File: config.mk
export PLATFORM = sky130hd
export DESIGN_NAME = http_request_header_tokenizer_core_flat
export DESIGN_NICKNAME = d
export VERILOG_FILES = /design/src/rtl/core/hrht_pkg.sv /design/src/rtl/core/hrht_in_if.sv /design/src/rtl/core/hrht_out_if.sv /design/src/rtl/core/http_request_header_tokenizer_core.sv /design/src/flat_wrapper.sv
export SDC_FILE = /design/constraint.sdc
export NUM_CORES = 1
export LEC_CHECK = 0
export ABC_AREA = 1
export BUFFER_PORTS_ARGS = -buffer_cell sky130_fd_sc_hd__buf_2
export CORE_AREA = 3 3 122 89
export DETAILED_ROUTE_END_ITERATION = 10
export DIE_AREA = 0 0 125 92
export PLACE_DENSITY = 0.64
export SLEW_MARGIN = 30
export SYNTH_ARGS = -nofsm -noshare
export SYNTH_HDL_FRONTEND = slang
export SYNTH_SLANG_ARGS = --single-unit
File: constraint.sdc
create_clock -name i_clk -period 2.75 [get_ports i_clk]
set_input_delay 0.275 -clock i_clk [delete_from_list [all_inputs] [get_ports i_clk]]
set_output_delay 0.275 -clock i_clk [all_outputs]
set_load 0.005 [all_outputs]
File: src/rtl/core/hrht_pkg.sv
package hrht_pkg;

    typedef enum logic [2:0] {
        PH_REQ     = 3'd0,
        PH_KEY     = 3'd1,
        PH_VAL     = 3'd2,
        PH_OK      = 3'd3,
        PH_BADLINE = 3'd4,
        PH_BADHDR  = 3'd5
    } t_phase;

    typedef enum logic [2:0] {
        FID_NONE    = 3'd0,
        FID_METHOD  = 3'd1,
        FID_URI     = 3'd2,
        FID_VERSION = 3'd3,
        FID_HOST    = 3'd4,
        FID_AGENT   = 3'd5
    } t_field_id;

    typedef enum logic [2:0] {
        ST_PARSING    = 3'd0,
        ST_COMPLETE   = 3'd1,
        ST_INCOMPLETE = 3'd2,
        ST_BAD_LINE   = 3'd3,
        ST_BAD_HEADER = 3'd4
    } t_status;

    localparam logic [7:0] CH_CR    = 8'h0D;
    localparam logic [7:0] CH_LF    = 8'h0A;
    localparam logic [7:0] CH_SP    = 8'h20;
    localparam logic [7:0] CH_COLON = 8'h3A;

    localparam logic [2:0] HOST_KEY_LEN  = 3'd4;
    localparam logic [3:0] AGENT_KEY_LEN = 4'd10;
    localparam logic [2:0] HOST_DEAD     = 3'd7;
    localparam logic [3:0] AGENT_DEAD    = 4'd15;

    localparam logic [5:0] SPACE_MAX = 6'd63;

    function automatic logic [7:0] host_char(input logic [1:0] idx);
        logic [7:0] c;
        case (idx)
            2'd0: c = "H";
            2'd1: c = "o";
            2'd2: c = "s";
            2'd3: c = "t";
            default: c = 8'h00;
        endcase
        return c;
    endfunction

    function automatic logic [7:0] agent_char(input logic [3:0] idx);
        logic [7:0] c;
        case (idx)
            4'd0: c = "U";
            4'd1: c = "s";
            4'd2: c = "e";
            4'd3: c = "r";
            4'd4: c = "-";
            4'd5: c = "A";
            4'd6: c = "g";
            4'd7: c = "e";
            4'd8: c = "n";
            4'd9: c = "t";
            default: c = 8'h00;
        endcase
        return c;
    endfunction

    function automatic logic [2:0] host_feed(input logic [2:0] idx, input logic [7:0] c);
        logic [2:0] nidx;
        if (idx < HOST_KEY_LEN && c == host_char(idx[1:0])) begin
            nidx = idx + 3'd1;
        end else begin
            nidx = HOST_DEAD;
        end
        return nidx;
    endfunction

    function automatic logic [3:0] agent_feed(input logic [3:0] idx, input logic [7:0] c);
        logic [3:0] nidx;
        if (idx < AGENT_KEY_LEN && c == agent_char(idx)) begin
            nidx = idx + 4'd1;
        end else begin
            nidx = AGENT_DEAD;
        end
        return nidx;
    endfunction

endpackage

File: src/rtl/core/hrht_in_if.sv
interface hrht_in_if;
    logic       valid;
    logic       ready;
    logic [7:0] data_byte;
    logic       last_in_buffer;

    modport source (output valid, output data_byte, output last_in_buffer, input ready);
    modport sink (input valid, input data_byte, input last_in_buffer, output ready);
endinterface

File: src/rtl/core/hrht_out_if.sv
interface hrht_out_if;
    logic       valid;
    logic       ready;
    logic [2:0] field_id;
    logic       byte_valid;
    logic [7:0] out_byte;
    logic       cr_before;
    logic [5:0] spaces_before;
    logic       value_restart;
    logic [2:0] status;

    modport source (
        output valid, output field_id, output byte_valid, output out_byte,
        output cr_before, output spaces_before, output value_restart, output status,
        input ready
    );
    modport sink (
        input valid, input field_id, input byte_valid, input out_byte,
        input cr_before, input spaces_before, input value_restart, input status,
        output ready
    );
endinterface

File: src/rtl/core/http_request_header_tokenizer_core.sv
// HTTP request header tokenizer.
// Bytes of a request buffer arrive on the i_in channel, one per transfer, with
// last_in_buffer marking the final byte of the buffer. For every input transfer
// exactly one result leaves on the o_out channel: the field tag, the byte when it
// is a method, URI or version byte or belongs to a Host or User-Agent value, a
// held lone CR, the released interior space count, a value restart flag and the
// parse status. The block has an input register and a result register with one
// layer of per-byte logic between them; the result of a byte passes from the input
// register into the result register when the receiver has room, and one byte per
// cycle is sustained while the receiver keeps up.
// When the receiver stalls, the result register holds its result and the input
// register takes one more byte; after that i_in.ready drops until o_out moves.
// A synchronous active-low reset empties both registers and returns the parser
// to the start of a request line. After the last byte of a buffer the parser
// starts over by itself. SPACE_COUNT_LIMIT caps the held space count, which
// never exceeds 63.
module http_request_header_tokenizer_core
    import hrht_pkg::*;
#(
    parameter int SPACE_COUNT_LIMIT = 63
) (
    input  logic        i_clk,
    input  logic        i_rst_n,
    hrht_in_if.sink     i_in,
    hrht_out_if.source  o_out
);

    localparam logic [5:0] SpaceCap =
        (SPACE_COUNT_LIMIT > 63) ? SPACE_MAX : 6'(SPACE_COUNT_LIMIT);

    logic       r_in_valid;
    logic [7:0] r_in_byte;
    logic       r_in_last;

    t_phase     r_phase, n_phase;
    logic [1:0] r_sep, n_sep;
    logic       r_crp, n_crp;
    logic [2:0] r_hidx, n_hidx;
    logic [3:0] r_aidx, n_aidx;
    logic       r_kmis, n_kmis;
    t_field_id  r_tgt, n_tgt;
    logic       r_vst, n_vst;
    logic [5:0] r_held, n_held;
    logic       r_lempty, n_lempty;

    logic       r_out_valid;
    t_field_id  r_out_fid, n_out_fid;
    logic       r_out_bv, n_out_bv;
    logic [7:0] r_out_byte, n_out_byte;
    logic       r_out_crb, n_out_crb;
    logic [5:0] r_out_sp, n_out_sp;
    logic       r_out_rst, n_out_rst;
    t_status    r_out_st, n_out_st;

    logic       advance;
    logic       step;

    assign advance  = !r_out_valid || o_out.ready;
    assign step     = advance && r_in_valid;
    assign i_in.ready = !r_in_valid || advance;

    always_comb begin
        logic [7:0] b;
        logic [2:0] f;
        b = r_in_byte;
        f = 3'd0;

        n_phase  = r_phase;
        n_sep    = r_sep;
        n_crp    = r_crp;
        n_hidx   = r_hidx;
        n_aidx   = r_aidx;
        n_kmis   = r_kmis;
        n_tgt    = r_tgt;
        n_vst    = r_vst;
        n_held   = r_held;
        n_lempty = r_lempty;

        n_out_fid  = FID_NONE;
        n_out_bv   = 1'b0;
        n_out_byte = 8'h00;
        n_out_crb  = 1'b0;
        n_out_sp   = 6'd0;
        n_out_rst  = 1'b0;
        n_out_st   = ST_PARSING;

        case (r_phase)
            PH_REQ: begin
                if (r_crp && b == CH_LF) begin
                    n_crp = 1'b0;
                    if (r_sep == 2'd2) begin
                        n_phase  = PH_KEY;
                        n_hidx   = 3'd0;
                        n_aidx   = 4'd0;
                        n_kmis   = 1'b0;
                        n_tgt    = FID_NONE;
                        n_vst    = 1'b0;
                        n_held   = 6'd0;
                        n_lempty = 1'b1;
                    end else begin
                        n_phase  = PH_BADLINE;
                        n_out_st = ST_BAD_LINE;
                    end
                end else begin
                    f = (r_sep < 2'd3) ? ({1'b0, r_sep} + 3'd1) : 3'd0;
                    if (r_crp) begin
                        n_crp     = 1'b0;
                        n_out_crb = (f != 3'd0);
                    end
                    if (b == CH_CR) begin
                        n_crp = 1'b1;
                    end else if (b == CH_SP) begin
                        if (r_sep < 2'd3) begin
                            n_sep = r_sep + 2'd1;
                        end
                    end else if (f != 3'd0) begin
                        n_out_bv   = 1'b1;
                        n_out_byte = b;
                    end
                    if (n_out_bv || n_out_crb) begin
                        n_out_fid = t_field_id'(f);
                    end
                end
            end
            PH_KEY: begin
                if (r_crp && b == CH_LF) begin
                    n_crp    = 1'b0;
                    n_phase  = r_lempty ? PH_OK : PH_BADHDR;
                    n_out_st = r_lempty ? ST_COMPLETE : ST_BAD_HEADER;
                end else begin
                    if (r_crp) begin
                        n_crp    = 1'b0;
                        n_hidx   = host_feed(n_hidx, CH_CR);
                        n_aidx   = agent_feed(n_aidx, CH_CR);
                        n_kmis   = (n_hidx == HOST_DEAD) && (n_aidx == AGENT_DEAD);
                        n_lempty = 1'b0;
                    end
                    if (b == CH_CR) begin
                        n_crp = 1'b1;
                    end else if (b == CH_COLON) begin
                        n_lempty = 1'b0;
                        if (!n_kmis && n_hidx == HOST_KEY_LEN) begin
                            n_tgt = FID_HOST;
                        end else if (!n_kmis && n_aidx == AGENT_KEY_LEN) begin
                            n_tgt = FID_AGENT;
                        end else begin
                            n_tgt = FID_NONE;
                        end
                        n_phase = PH_VAL;
                        n_vst   = 1'b0;
                        n_held  = 6'd0;
                        if (n_tgt != FID_NONE) begin
                            n_out_fid = n_tgt;
                            n_out_rst = 1'b1;
                        end
                    end else begin
                        n_hidx   = host_feed(n_hidx, b);
                        n_aidx   = agent_feed(n_aidx, b);
                        n_kmis   = (n_hidx == HOST_DEAD) && (n_aidx == AGENT_DEAD);
                        n_lempty = 1'b0;
                    end
                end
            end
            PH_VAL: begin
                if (r_crp && b == CH_LF) begin
                    n_crp    = 1'b0;
                    n_phase  = PH_KEY;
                    n_hidx   = 3'd0;
                    n_aidx   = 4'd0;
                    n_kmis   = 1'b0;
                    n_tgt    = FID_NONE;
                    n_vst    = 1'b0;
                    n_held   = 6'd0;
                    n_lempty = 1'b1;
                end else begin
                    if (r_crp) begin
                        n_crp     = 1'b0;
                        n_out_crb = 1'b1;
                        n_out_sp  = n_vst ? n_held : 6'd0;
                        n_held    = 6'd0;
                        n_vst     = 1'b1;
                    end
                    if (b == CH_CR) begin
                        n_crp = 1'b1;
                    end else if (b == CH_SP) begin
                        if (n_vst && n_held < SpaceCap) begin
                            n_held = n_held + 6'd1;
                        end
                    end else begin
                        if (!n_out_crb) begin
                            n_out_sp = n_vst ? n_held : 6'd0;
                            n_held   = 6'd0;
                            n_vst    = 1'b1;
                        end
                        n_out_bv   = 1'b1;
                        n_out_byte = b;
                    end
                    if (r_tgt != FID_NONE && (n_out_bv || n_out_crb)) begin
                        n_out_fid = r_tgt;
                    end else begin
                        n_out_bv   = 1'b0;
                        n_out_byte = 8'h00;
                        n_out_crb  = 1'b0;
                        n_out_sp   = 6'd0;
                    end
                end
            end
            PH_OK: begin
                n_out_st = ST_COMPLETE;
            end
            PH_BADLINE: begin
                n_out_st = ST_BAD_LINE;
            end
            PH_BADHDR: begin
                n_out_st = ST_BAD_HEADER;
            end
            default: begin
                n_out_st = ST_PARSING;
            end
        endcase

        if (r_in_last) begin
            if (n_out_st == ST_PARSING) begin
                n_out_st = ST_INCOMPLETE;
            end
            n_phase  = PH_REQ;
            n_sep    = 2'd0;
            n_crp    = 1'b0;
            n_hidx   = 3'd0;
            n_aidx   = 4'd0;
            n_kmis   = 1'b0;
            n_tgt    = FID_NONE;
            n_vst    = 1'b0;
            n_held   = 6'd0;
            n_lempty = 1'b1;
        end
    end

    always_ff @(posedge i_clk) begin
        if (!i_rst_n) begin
            r_in_valid  <= 1'b0;
            r_out_valid <= 1'b0;
            r_phase     <= PH_REQ;
            r_sep       <= 2'd0;
            r_crp       <= 1'b0;
            r_hidx      <= 3'd0;
            r_aidx      <= 4'd0;
            r_kmis      <= 1'b0;
            r_tgt       <= FID_NONE;
            r_vst       <= 1'b0;
            r_held      <= 6'd0;
            r_lempty    <= 1'b1;
        end else begin
            if (i_in.ready) begin
                r_in_valid <= i_in.valid;
            end
            if (advance) begin
                r_out_valid <= r_in_valid;
            end
            if (step) begin
                r_phase  <= n_phase;
                r_sep    <= n_sep;
                r_crp    <= n_crp;
                r_hidx   <= n_hidx;
                r_aidx   <= n_aidx;
                r_kmis   <= n_kmis;
                r_tgt    <= n_tgt;
                r_vst    <= n_vst;
                r_held   <= n_held;
                r_lempty <= n_lempty;
            end
        end
    end

    always_ff @(posedge i_clk) begin
        if (i_in.ready && i_in.valid) begin
            r_in_byte <= i_in.data_byte;
            r_in_last <= i_in.last_in_buffer;
        end
        if (step) begin
            r_out_fid  <= n_out_fid;
            r_out_bv   <= n_out_bv;
            r_out_byte <= n_out_byte;
            r_out_crb  <= n_out_crb;
            r_out_sp   <= n_out_sp;
            r_out_rst  <= n_out_rst;
            r_out_st   <= n_out_st;
        end
    end

    assign o_out.valid         = r_out_valid;
    assign o_out.field_id      = r_out_fid;
    assign o_out.byte_valid    = r_out_bv;
    assign o_out.out_byte      = r_out_byte;
    assign o_out.cr_before     = r_out_crb;
    assign o_out.spaces_before = r_out_sp;
    assign o_out.value_restart = r_out_rst;
    assign o_out.status        = r_out_st;

endmodule

File: src/flat_wrapper.sv
// flat-port wrapper written by rule: the top's interface ports become plain ports
module http_request_header_tokenizer_core_flat import hrht_pkg::*;
#(
    parameter int SPACE_COUNT_LIMIT = 63
)
  (i_clk, i_rst_n, i_in_valid, i_in_data_byte, i_in_last_in_buffer, i_in_ready, o_out_valid, o_out_field_id, o_out_byte_valid, o_out_out_byte, o_out_cr_before, o_out_spaces_before, o_out_value_restart, o_out_status, o_out_ready);
  hrht_in_if i_in_i ();
  hrht_out_if o_out_i ();
  input  logic i_clk;
  input  logic i_rst_n;
  input wire logic [$bits(i_in_i.valid)-1:0] i_in_valid;
  input wire logic [$bits(i_in_i.data_byte)-1:0] i_in_data_byte;
  input wire logic [$bits(i_in_i.last_in_buffer)-1:0] i_in_last_in_buffer;
  output wire logic [$bits(i_in_i.ready)-1:0] i_in_ready;
  output wire logic [$bits(o_out_i.valid)-1:0] o_out_valid;
  output wire logic [$bits(o_out_i.field_id)-1:0] o_out_field_id;
  output wire logic [$bits(o_out_i.byte_valid)-1:0] o_out_byte_valid;
  output wire logic [$bits(o_out_i.out_byte)-1:0] o_out_out_byte;
  output wire logic [$bits(o_out_i.cr_before)-1:0] o_out_cr_before;
  output wire logic [$bits(o_out_i.spaces_before)-1:0] o_out_spaces_before;
  output wire logic [$bits(o_out_i.value_restart)-1:0] o_out_value_restart;
  output wire logic [$bits(o_out_i.status)-1:0] o_out_status;
  input wire logic [$bits(o_out_i.ready)-1:0] o_out_ready;
  assign i_in_i.valid = i_in_valid;
  assign i_in_i.data_byte = i_in_data_byte;
  assign i_in_i.last_in_buffer = i_in_last_in_buffer;
  assign i_in_ready = i_in_i.ready;
  assign o_out_valid = o_out_i.valid;
  assign o_out_field_id = o_out_i.field_id;
  assign o_out_byte_valid = o_out_i.byte_valid;
  assign o_out_out_byte = o_out_i.out_byte;
  assign o_out_cr_before = o_out_i.cr_before;
  assign o_out_spaces_before = o_out_i.spaces_before;
  assign o_out_value_restart = o_out_i.value_restart;
  assign o_out_status = o_out_i.status;
  assign o_out_i.ready = o_out_ready;
  http_request_header_tokenizer_core #(.SPACE_COUNT_LIMIT(SPACE_COUNT_LIMIT)) u_core (.i_clk(i_clk), .i_rst_n(i_rst_n), .i_in(i_in_i), .o_out(o_out_i));
endmodule
==> out/qor.txt, run 1 <==
initial core utilization: 40.25%
Hold/Removal Path Class: in -> reg
status: finished clean
area occupied by registers: 0.001627 mm2
synthesized cell area: 0.003897 mm2
post-DP HPWL: 7087 um
cts bufs inserted: 9
# IOs: 38
Yosys cell types: 46
critical path, cell by cell: nor2_2, nor2_1, nor2_2, nand4_1, nand2_4, buf_6, ha_1, nand2_1, nand2_1, nand2_1, nand2_1, nand3_2, nor2_4, nand3_2, nand2_2, nand2_4, nand2_4, inv_2, nand2_2, nand2_1, nand2_1, nand2_1
Worst Reg2Reg Path Length in Cells: 22
Seq cells post-synth: 65
clock power share: 42.7%
most frequent cells in the layout: nand2_1 (94), inv_1 (53), nor2_1 (50)
share of post-route cells with drive strength above 1: 29.82%
Antenna Nets Post-Route: 0
CP peak stage delay: 360 ps
GR Overflow Total: 0
Routed WL: 9758 um
area of the multi-input gates: 0.002148 mm2
FF-to-FF Start: u_core.r_aidx[1]
Placed Cells: 674
Post-route DRC: 0
post-synthesis average cell area: 7.779 um2
Critical Path Source: u_core.r_aidx[1]
Setup violations, final: 0
FF-to-FF setup slack: 130 ps
root buf cell: clkbuf_16
CTS clock-pin slew for the worst setup and hold paths: 50 ps
Avg WL per Cell: 13.98 um
max-slew violation total from the final report: 0
1st-pass router iterations: 4
Worst Path Required: 2980 ps
Switch Pwr: 0.6585 mW
clock tree sinks: 65
Worst-Margin Slew: 553.8 ps
hold-critical path depth: 1
sequential area share after synthesis: 41.61%
area grow syn2layout: 24.78%
die span in x: 125 um
DR iter-0 viols: 231
Finished Layout Cells: 698
max-cap violations: 0
TritonCTS clock tree: done
largest net degree at the start of global routing: 19
Die Area: 0.01150 mm2
switching share of power: 26.00%
gr usage total: 16.93%
Comb pwr share: 14.4%
Port Buf Inserts: 37
Via density: 5.032
syn nets: 529
CP Capture Type: register
CP max stage cell: dfxtp_4
Seq pwr share: 42.9%
minimum clock period: 2616 ps
WP data arrival: 2840 ps
cts hold-fix bufs: 0
Synthesis Warnings: 0
skew final: 11.08 ps
Peak VDD IR: 350.2 uV
core area: 0.009684 mm2
Nets: 593
Worst Setup Path Type: reg -> reg
gpl congestion: 0.9176
ant diodes: 0
initial antenna violation count: 0
latest clock arrival within the worst-skew pair: 340 ps
period utilization: 95.12%
FMAX: 382.3 MHz
startpoint types: register
most frequent CP cell: nand2_1
vias in the first global route: 3222
worst-path fanout max: 6
via count: 3512
cell-internal power: 1.874 mW
static leakage: 2.165 nW
Power Dens Cells: 520.8 mW/mm2
filler instances: 927
setup tns final: 0 ps
Die Ht: 92 um
H-tree depth: 3
Slew HR: 62.85%
first-pass GRT wire length: 15750 um
CTS Buffer Depth: 2
site row count: 30
synthesized instance count: 501
Final Hold Vio Count: 0
most common cell after layout, fill and taps aside: nand2_1
[power by group through the flow]
stage / clock, mW / combinational, mW / sequential [mW]
after floorplan: 0 / 0.227 / 1.10
after global placement: 0 / 0.313 / 1.11
after detailed placement: 0 / 0.319 / 1.11
after CTS: 1.11 / 0.322 / 1.09
after global routing: 1.15 / 0.406 / 1.09
final: 1.08 / 0.364 / 1.09
[critical path, delay by kind of cell (launching register included)]
kind                     cells  cell delay (ps)
flip-flops                   1              360
buffers and inverters        2              180
AND/OR/NAND/NOR             19             1820
adder cells (fa/ha/maj)      1              150
[logic make-up (layout without fill, tap and decap cells)]
logic type	Yosys count	in the layout	synth area share, %
compound gates	70	70	10.47
simple gates	269	269	33.96
flops	65	65	41.61
buf+inv	76	145	7.801
fa+ha+maj	15	15	4.815
xor+xnor	6	6	1.348
[stage by stage]
stage | util [%] | hold slack [ps] | setup WS, ps | power [mW] | instance area, um2
global route | 50.22 | 110.0 | -79.71 | 2.644 | 4863
detailed placement | 44.59 | 453.5 | 21.09 | 1.424 | 4318
finish | 50.22 | 119.6 | 134.2 | 2.533 | 4863
global placement | 44.59 | 453.0 | 119.8 | 1.419 | 4318
floorplan | - | 373.9 | 294.3 | 1.326 | 3897
CTS | 47.55 | 113.5 | 3.147 | 2.514 | 4604
[Yosys cell counts (all sizes together)]
master / count / area share, %
nor3: 13 / 2.2
nor2: 61 / 6.9
edfxtp: 32 / 25
a22oi: 1 / 0.19
a211oi: 3 / 0.58
o221ai: 2 / 0.45
or3: 1 / 0.16
o31ai: 2 / 0.39
xor2: 4 / 0.90
buf: 8 / 1.3
o21ai: 19 / 2.6
nand3: 43 / 6.3
clkinv: 1 / 0.096
dfxtp: 33 / 17
a21oi: 35 / 4.6
nand4: 8 / 1.4
nor3b: 2 / 0.39
clkbuf: 1 / 0.096
and2: 1 / 0.16
a31oi: 1 / 0.16
a221oi: 1 / 0.22
nand2: 130 / 15
nand3b: 1 / 0.19
o211ai: 3 / 0.58
inv: 66 / 6.4
a32oi: 2 / 0.45
or2: 6 / 0.96
nor4: 3 / 0.64
a311oi: 1 / 0.22
ha: 15 / 4.8
xnor2: 2 / 0.45
[worst min path at each step]
stage | end | startpoint | slack, ps
after floorplan | u_core.r_in_byte[0] | i_in_data_byte[0] | 370
after global placement | u_core.r_hidx[2] | u_core.r_hidx[2] | 450
after detailed placement | u_core.r_in_byte[4] | i_in_data_byte[4] | 450
after CTS | u_core.r_in_byte[1] | i_in_data_byte[1] | 110
after global routing | u_core.r_in_byte[2] | i_in_data_byte[2] | 110
final | u_core.r_in_byte[1] | i_in_data_byte[1] | 120
[cell type report]
type,instances,share of cell area [%]
clock inverter,2,0.2573
sequential,65,33.44
inverter,67,5.377
timing repair buffer,62,7.821
clock buffer,14,5.634
multi-input combinational,360,44.17
tap,128,3.293
[layer usage]
metal  part of all wire (%)  GRT usage [%]  vias to the layer above
li1                       -              -                     1791
met3                    5.5          5.006                       13
met2                     42          23.88                       87
met1                     52          25.01                     1621
met5                      0              0                        -
met4                    1.1          4.693                        0
[repair_timing]
item                                    4_1_cts  5_1_grt
resized for setup                             0       56
setup buffers                                 0        8
endpoints found under the setup margin        0       12
(Power assumes the default switching activity.)
==> run 2: changes to the inputs <==
--- a/config.mk
+++ b/config.mk
@@ -11,6 +11,7 @@
 export DETAILED_ROUTE_END_ITERATION = 10
 export DIE_AREA = 0 0 125 92
 export PLACE_DENSITY = 0.64
+export SETUP_SLACK_MARGIN = 0.3
 export SLEW_MARGIN = 30
 export SYNTH_ARGS = -nofsm -noshare
 export SYNTH_HDL_FRONTEND = slang
==> run 2 against run 1 <==
  * Cell count up 4.4%
  * Via count up 4.4%
  * Utilization up 3.9 points
  * Critical path depth up 2
  * Clock skew down 8.5 ps
  * Wire length up 6.4%
  * Clock power up 4%
  * Die area unchanged
  * Sequential share of layout area down 2.3 points
  * Global-route usage up 0.80 points
  * Clock-buffer cell count up 1
  * Cell area up 7.7%
  * Largest cell class unchanged
==> out/qor.txt, run 2 (synthesis gave the netlist of run 1 again) <==
status: finished clean
cts hold-fix bufs: 0
Critical Path Source: u_core.r_aidx[1]
FF-to-FF Start: u_core.r_aidx[1]
CTS Buffer Depth: 2
via count: 3667
share of post-route cells with drive strength above 1: 35.27%
gpl congestion: 0.9110
Port Buf Inserts: 37
site row count: 30
Via density: 5.030
critical path, cell by cell: nor2_2, nor2_1, nor2_2, nand3_1, nand2_1, nand2_2, buf_6, ha_4, nand3_4, nand2_2, nand2_2, nand2_1, nand2_1, nand2_2, nor2_4, nand3_2, nand2_2, nand2_2, nand2_4, inv_2, nand2_2, nand2_1, nand2_1, nand2_1
# IOs: 38
vias in the first global route: 3427
RSZ-0062 raised after global routing: true
WP data arrival: 2740 ps
Avg WL per Cell: 14.24 um
Worst Path Required: 2970 ps
CP max stage cell: dfxtp_4
most frequent cells in the layout: nand2_1 (95), nor2_1 (50), inv_1 (50)
Antenna Nets Post-Route: 0
largest net degree at the start of global routing: 19
Die Ht: 92 um
Hold Startpoint: i_in_data_byte[4]
max-slew violation total from the final report: 0
Power Dens Cells: 498.8 mW/mm2
minimum clock period: 2521 ps
Tot Pwr: 2.613 mW
latest clock arrival within the worst-skew pair: 330 ps
area grow syn2layout: 34.41%
GR Overflow Total: 0
gr usage total: 17.73%
ant diodes: 0
Placed Cells: 675
Die Area: 0.01150 mm2
die span in x: 125 um
post-DP HPWL: 7173 um
area of the multi-input gates: 0.002237 mm2
Routed WL: 10380 um
Finished Layout Cells: 729
DR iter-0 viols: 222
cts bufs inserted: 9
filler instances: 897
most frequent CP cell: nand2_2
worst-path fanout max: 6
most common cell after layout, fill and taps aside: nand2_1
Slew HR: 61.08%
Hold/Removal Path Class: in -> reg
TritonCTS clock tree: done
Worst-Margin Slew: 581.6 ps
Peak VDD IR: 323.2 uV
root buf cell: clkbuf_16
Final Hold Vio Count: 0
clock tree sinks: 65
Nets: 624
core area: 0.009684 mm2
period utilization: 91.66%
Hold Slack: 122.7 ps
max-cap violations: 0
initial core utilization: 40.25%
initial antenna violation count: 0
Setup violations, final: 0
FMAX: 396.7 MHz
Worst Setup Path Type: reg -> reg
CTS clock-pin slew for the worst setup and hold paths: 50 ps
H-tree depth: 3
1st-pass router iterations: 5
startpoint types: register
first-pass GRT wire length: 16480 um
skew final: 2.597 ps
CP peak stage delay: 360 ps
CP Capture Type: register
Post-route DRC: 0
Util after Layout: 54.10%
area occupied by registers: 0.001632 mm2
static leakage: 2.354 nW
run 2: cell count changes in the layout (fill, tap and decap cells not counted), sizes merged:
cell / delta
buf: +31
clkbuf: +1
clkinv: -1
run 2: power breakdown:
group,leakage (nW),switching [mW],total (mW),internal [mW]
Sequential,0.572,0.0249,1.08,1.06
Combinational,1.64,0.252,0.411,0.159
Clock,0.141,0.403,1.12,0.715
Total,2.35,0.679,2.61,1.93
run 2: stage by stage:
step	setup WS (ps)	TNS, ps	cell area [um2]
6_report	229.3	0	5239
5_1_grt	61.15	0	5239
4_1_cts	228.5	0	4927
3_5_place_dp	-21.65	-63.53	4328
3_3_place_gp	113.2	0	4328
2_1_floorplan	347.5	0	3900
run 2: final timing paths:
kind / endpoint / slack [ps] / cells past startpoint
setup / recovery: register / 230 / 24
hold / removal: u_core.r_in_byte[4] / 120 / 1
setup reg to reg: register / 230 / 24
hold reg to reg: u_core.r_kmis / 460 / 2
run 2: metal layers:
layer / up-vias / track usage (%) / part of all wire [%]
met5: - / 0 / 0
met4: 0 / 6.769 / 1.6
met3: 17 / 4.773 / 6.8
met2: 105 / 26.21 / 44
met1: 1695 / 24.77 / 48
li1: 1850 / - / -
run 2: what timing repair did:
action | in CTS | in global routing
setup endpoints to repair | 12 | 24
setup buffers | 22 | 16
cloned | 0 | 0
pin swaps | 28 | 25
gates resized for setup | 35 | 51
run 2: worst max-delay path: cells and delay by family, from the launching register on:
kind / cells / cell delay, ps
buffers and inverters: 2 / 200
AND/OR/NAND/NOR: 21 / 1670
flip-flops: 1 / 360
adder cells (fa/ha/maj): 1 / 150
run 2: cell type report:
cell class              instances  area share, %
clock inverters                 1         0.1433
flip-flops and latches         65          31.14
repair buffers                 93          12.49
inverters                      67          4.944
clock buffers                  15          5.517
multi-input cells             360          42.70
well taps                     128          3.057
==> run 3: changes to the inputs <==
--- a/config.mk
+++ b/config.mk
@@ -10,7 +10,8 @@
 export CORE_AREA = 3 3 122 89
 export DETAILED_ROUTE_END_ITERATION = 10
 export DIE_AREA = 0 0 125 92
-export PLACE_DENSITY = 0.64
+export PLACE_DENSITY = 0.55
+export RECOVER_POWER = 50
 export SETUP_SLACK_MARGIN = 0.3
 export SLEW_MARGIN = 30
 export SYNTH_ARGS = -nofsm -noshare
==> run 3 against run 2 <==
  * Combinational power rose by 6.6%
  * Critical path depth decreased by 5
  * Clock power grew 8%
  * Utilization rose by 2.0 points
  * Cell area increased by 3.7%
  * Cell count is 0.82% higher
  * Largest power group unchanged
  * Highest routed layer unchanged
  * Clock-buffer cell count decreased by 3
  * Flip-flop and latch count unchanged
  * Global-route usage grew 0.57 points
==> out/qor.txt, run 3 (synthesis gave the netlist of run 1 again) <==
gr usage total: 18.31%
minimum clock period: 2597 ps
startpoint types: register
clock power share: 44.3%
Power Dens Cells: 502.9 mW/mm2
Comb pwr share: 16.0%
Placed Cells: 676
area grow syn2layout: 39.45%
filler instances: 856
Seq pwr share: 39.6%
largest net degree at the start of global routing: 19
latest clock arrival within the worst-skew pair: 340 ps
1st-pass router iterations: 5
Post-route DRC: 0
Peak VDD IR: 300.5 uV
Switch Pwr: 0.7155 mW
FMAX: 385.1 MHz
Worst-Margin Slew: 871.5 ps
GR Overflow Total: 0
critical path, cell by cell: nand2_1, nor2_4, nand4_1, nand2_4, buf_6, ha_4, nand3_2, nand2_2, nand3_2, nand2_1, nand3_2, nor2_4, nand3_2, nand2_2, nand2_4, nand2_4, nand2_2, nor2_4, o21ai_1
Die Area: 0.01150 mm2
switching share of power: 26.18%
Finished Layout Cells: 735
fin area: 0.005435 mm2
cell-internal power: 2.018 mW
CTS Buffer Depth: 2
initial core utilization: 40.25%
Die Ht: 92 um
post-DP HPWL: 7395 um
Slew HR: 41.90%
clock tree sinks: 65
cts bufs inserted: 9
first-pass GRT wire length: 16920 um
period utilization: 94.43%
DR iter-0 viols: 267
die span in x: 125 um
Routed WL: 11420 um
via count: 3816
crit-path leading delay family: simple AND/OR/NAND/NOR gates
RSZ-0062 raised after global routing: true
vias in the first global route: 3361
Critical Path Stages: 19
core area: 0.009684 mm2
worst-path fanout max: 5
dpl cell area: 0.004348 mm2
most frequent CP cell: nand3_2
most frequent cells in the layout: nand2_1 (87), inv_1 (52), buf_4 (48)
share of post-route cells with drive strength above 1: 37.40%
Final Hold Vio Count: 0
site row count: 30
TritonCTS clock tree: done
status: finished clean
Via density: 5.192
Antenna Nets Post-Route: 0
H-tree depth: 3
# IOs: 38
Port Buf Inserts: 37
Hold/Removal Path Class: in -> reg
Tot Pwr: 2.733 mW
CP max stage cell: dfxtp_1
Bufs and invs on worst path: 1
WP data arrival: 2820 ps
Worst Setup Path Type: reg -> reg
CP peak stage delay: 330 ps
most common cell after layout, fill and taps aside: nand2_1
skew final: 5.668 ps
ant diodes: 0
Nets: 630
CTS clock-pin slew for the worst setup and hold paths: 50 ps
CP Capture Type: register
gpl congestion: 0.8660
Hold Slack: 113.3 ps
static leakage: 2.354 nW
Worst Reg2Reg Path Length in Cells: 19
Avg WL per Cell: 15.53 um
Worst Path Required: 2970 ps
FF-to-FF setup slack: 150 ps
max-slew violation total from the final report: 0
root buf cell: clkbuf_16
initial antenna violation count: 0
max-cap violations: 0
Setup violations, final: 0
-- run 3: how the worst min path moves through the flow --
stage	slack (ps)	end	depth (start not counted)	startpoint
after CTS	110	u_core.r_in_byte[6]	1	i_in_data_byte[6]
after detailed placement	450	u_core.r_in_byte[6]	1	i_in_data_byte[6]
after global placement	450	u_core.r_in_byte[4]	1	i_in_data_byte[4]
after floorplan	370	u_core.r_in_byte[0]	0	i_in_data_byte[0]
final	110	u_core.r_in_byte[5]	1	i_in_data_byte[5]
after global routing	100	u_core.r_in_byte[6]	1	i_in_data_byte[6]
-- run 3: power by group through the flow --
| stage | Clock (mW) | Combinational [mW] | Sequential, mW |
|---|---|---|---|
| 6_report | 1.21 | 0.438 | 1.08 |
| 3_3_place_gp | 0 | 0.327 | 1.10 |
| 5_1_grt | 1.28 | 0.479 | 1.09 |
| 4_1_cts | 1.22 | 0.370 | 1.08 |
| 2_1_floorplan | 0 | 0.227 | 1.10 |
| 3_5_place_dp | 0 | 0.330 | 1.10 |
-- run 3: cell type report --
type                       instances  area [um2]  area share (%)
multi-input combinational        361        2406           44.27
sequential                        65        1634           30.06
timing repair buffer              98       666.9           12.27
inverter                          67       264.0           4.857
clock buffer                      12       236.5           4.351
tap                              128       160.2           2.947
clock inverter                     4       67.56           1.243
-- run 3: worst register-to-register path: cells and delay by family, from the launching register on --
kind / cells / cell delay [ps]
compound gates: 1 / 80
fa+ha+maj: 1 / 140
buf+inv: 1 / 130
flops: 1 / 330
simple gates: 16 / 1790
-- run 3: timing repair --
action / CTS / global route
pin swaps: 20 / 42
endpoints found under the hold margin: 0 / 0
gates resized for setup: 44 / 76
setup endpoints to repair: 18 / 22
cloned: 0 / 1
hold buffers: 0 / 0
buffers inserted: 12 / 30
-- run 3: metrics by stage --
step	worst slack (ps)	setup TNS [ps]	util, %
final	153.2	0	56.12
after floorplan	347.5	0	-
after global routing	-15.44	-22.96	56.12
after global placement	21.34	0	44.90
after detailed placement	-39.35	-118.2	44.90
after CTS	224.6	0	50.93
-- run 3: routing by layer --
metal	track usage (%)	vias to the layer above	wire, um
met5	0	-	0
met2	26.12	122	5063
met1	26.83	1821	5561
li1	-	1860	-
met4	5.776	0	127
met3	4.889	13	664
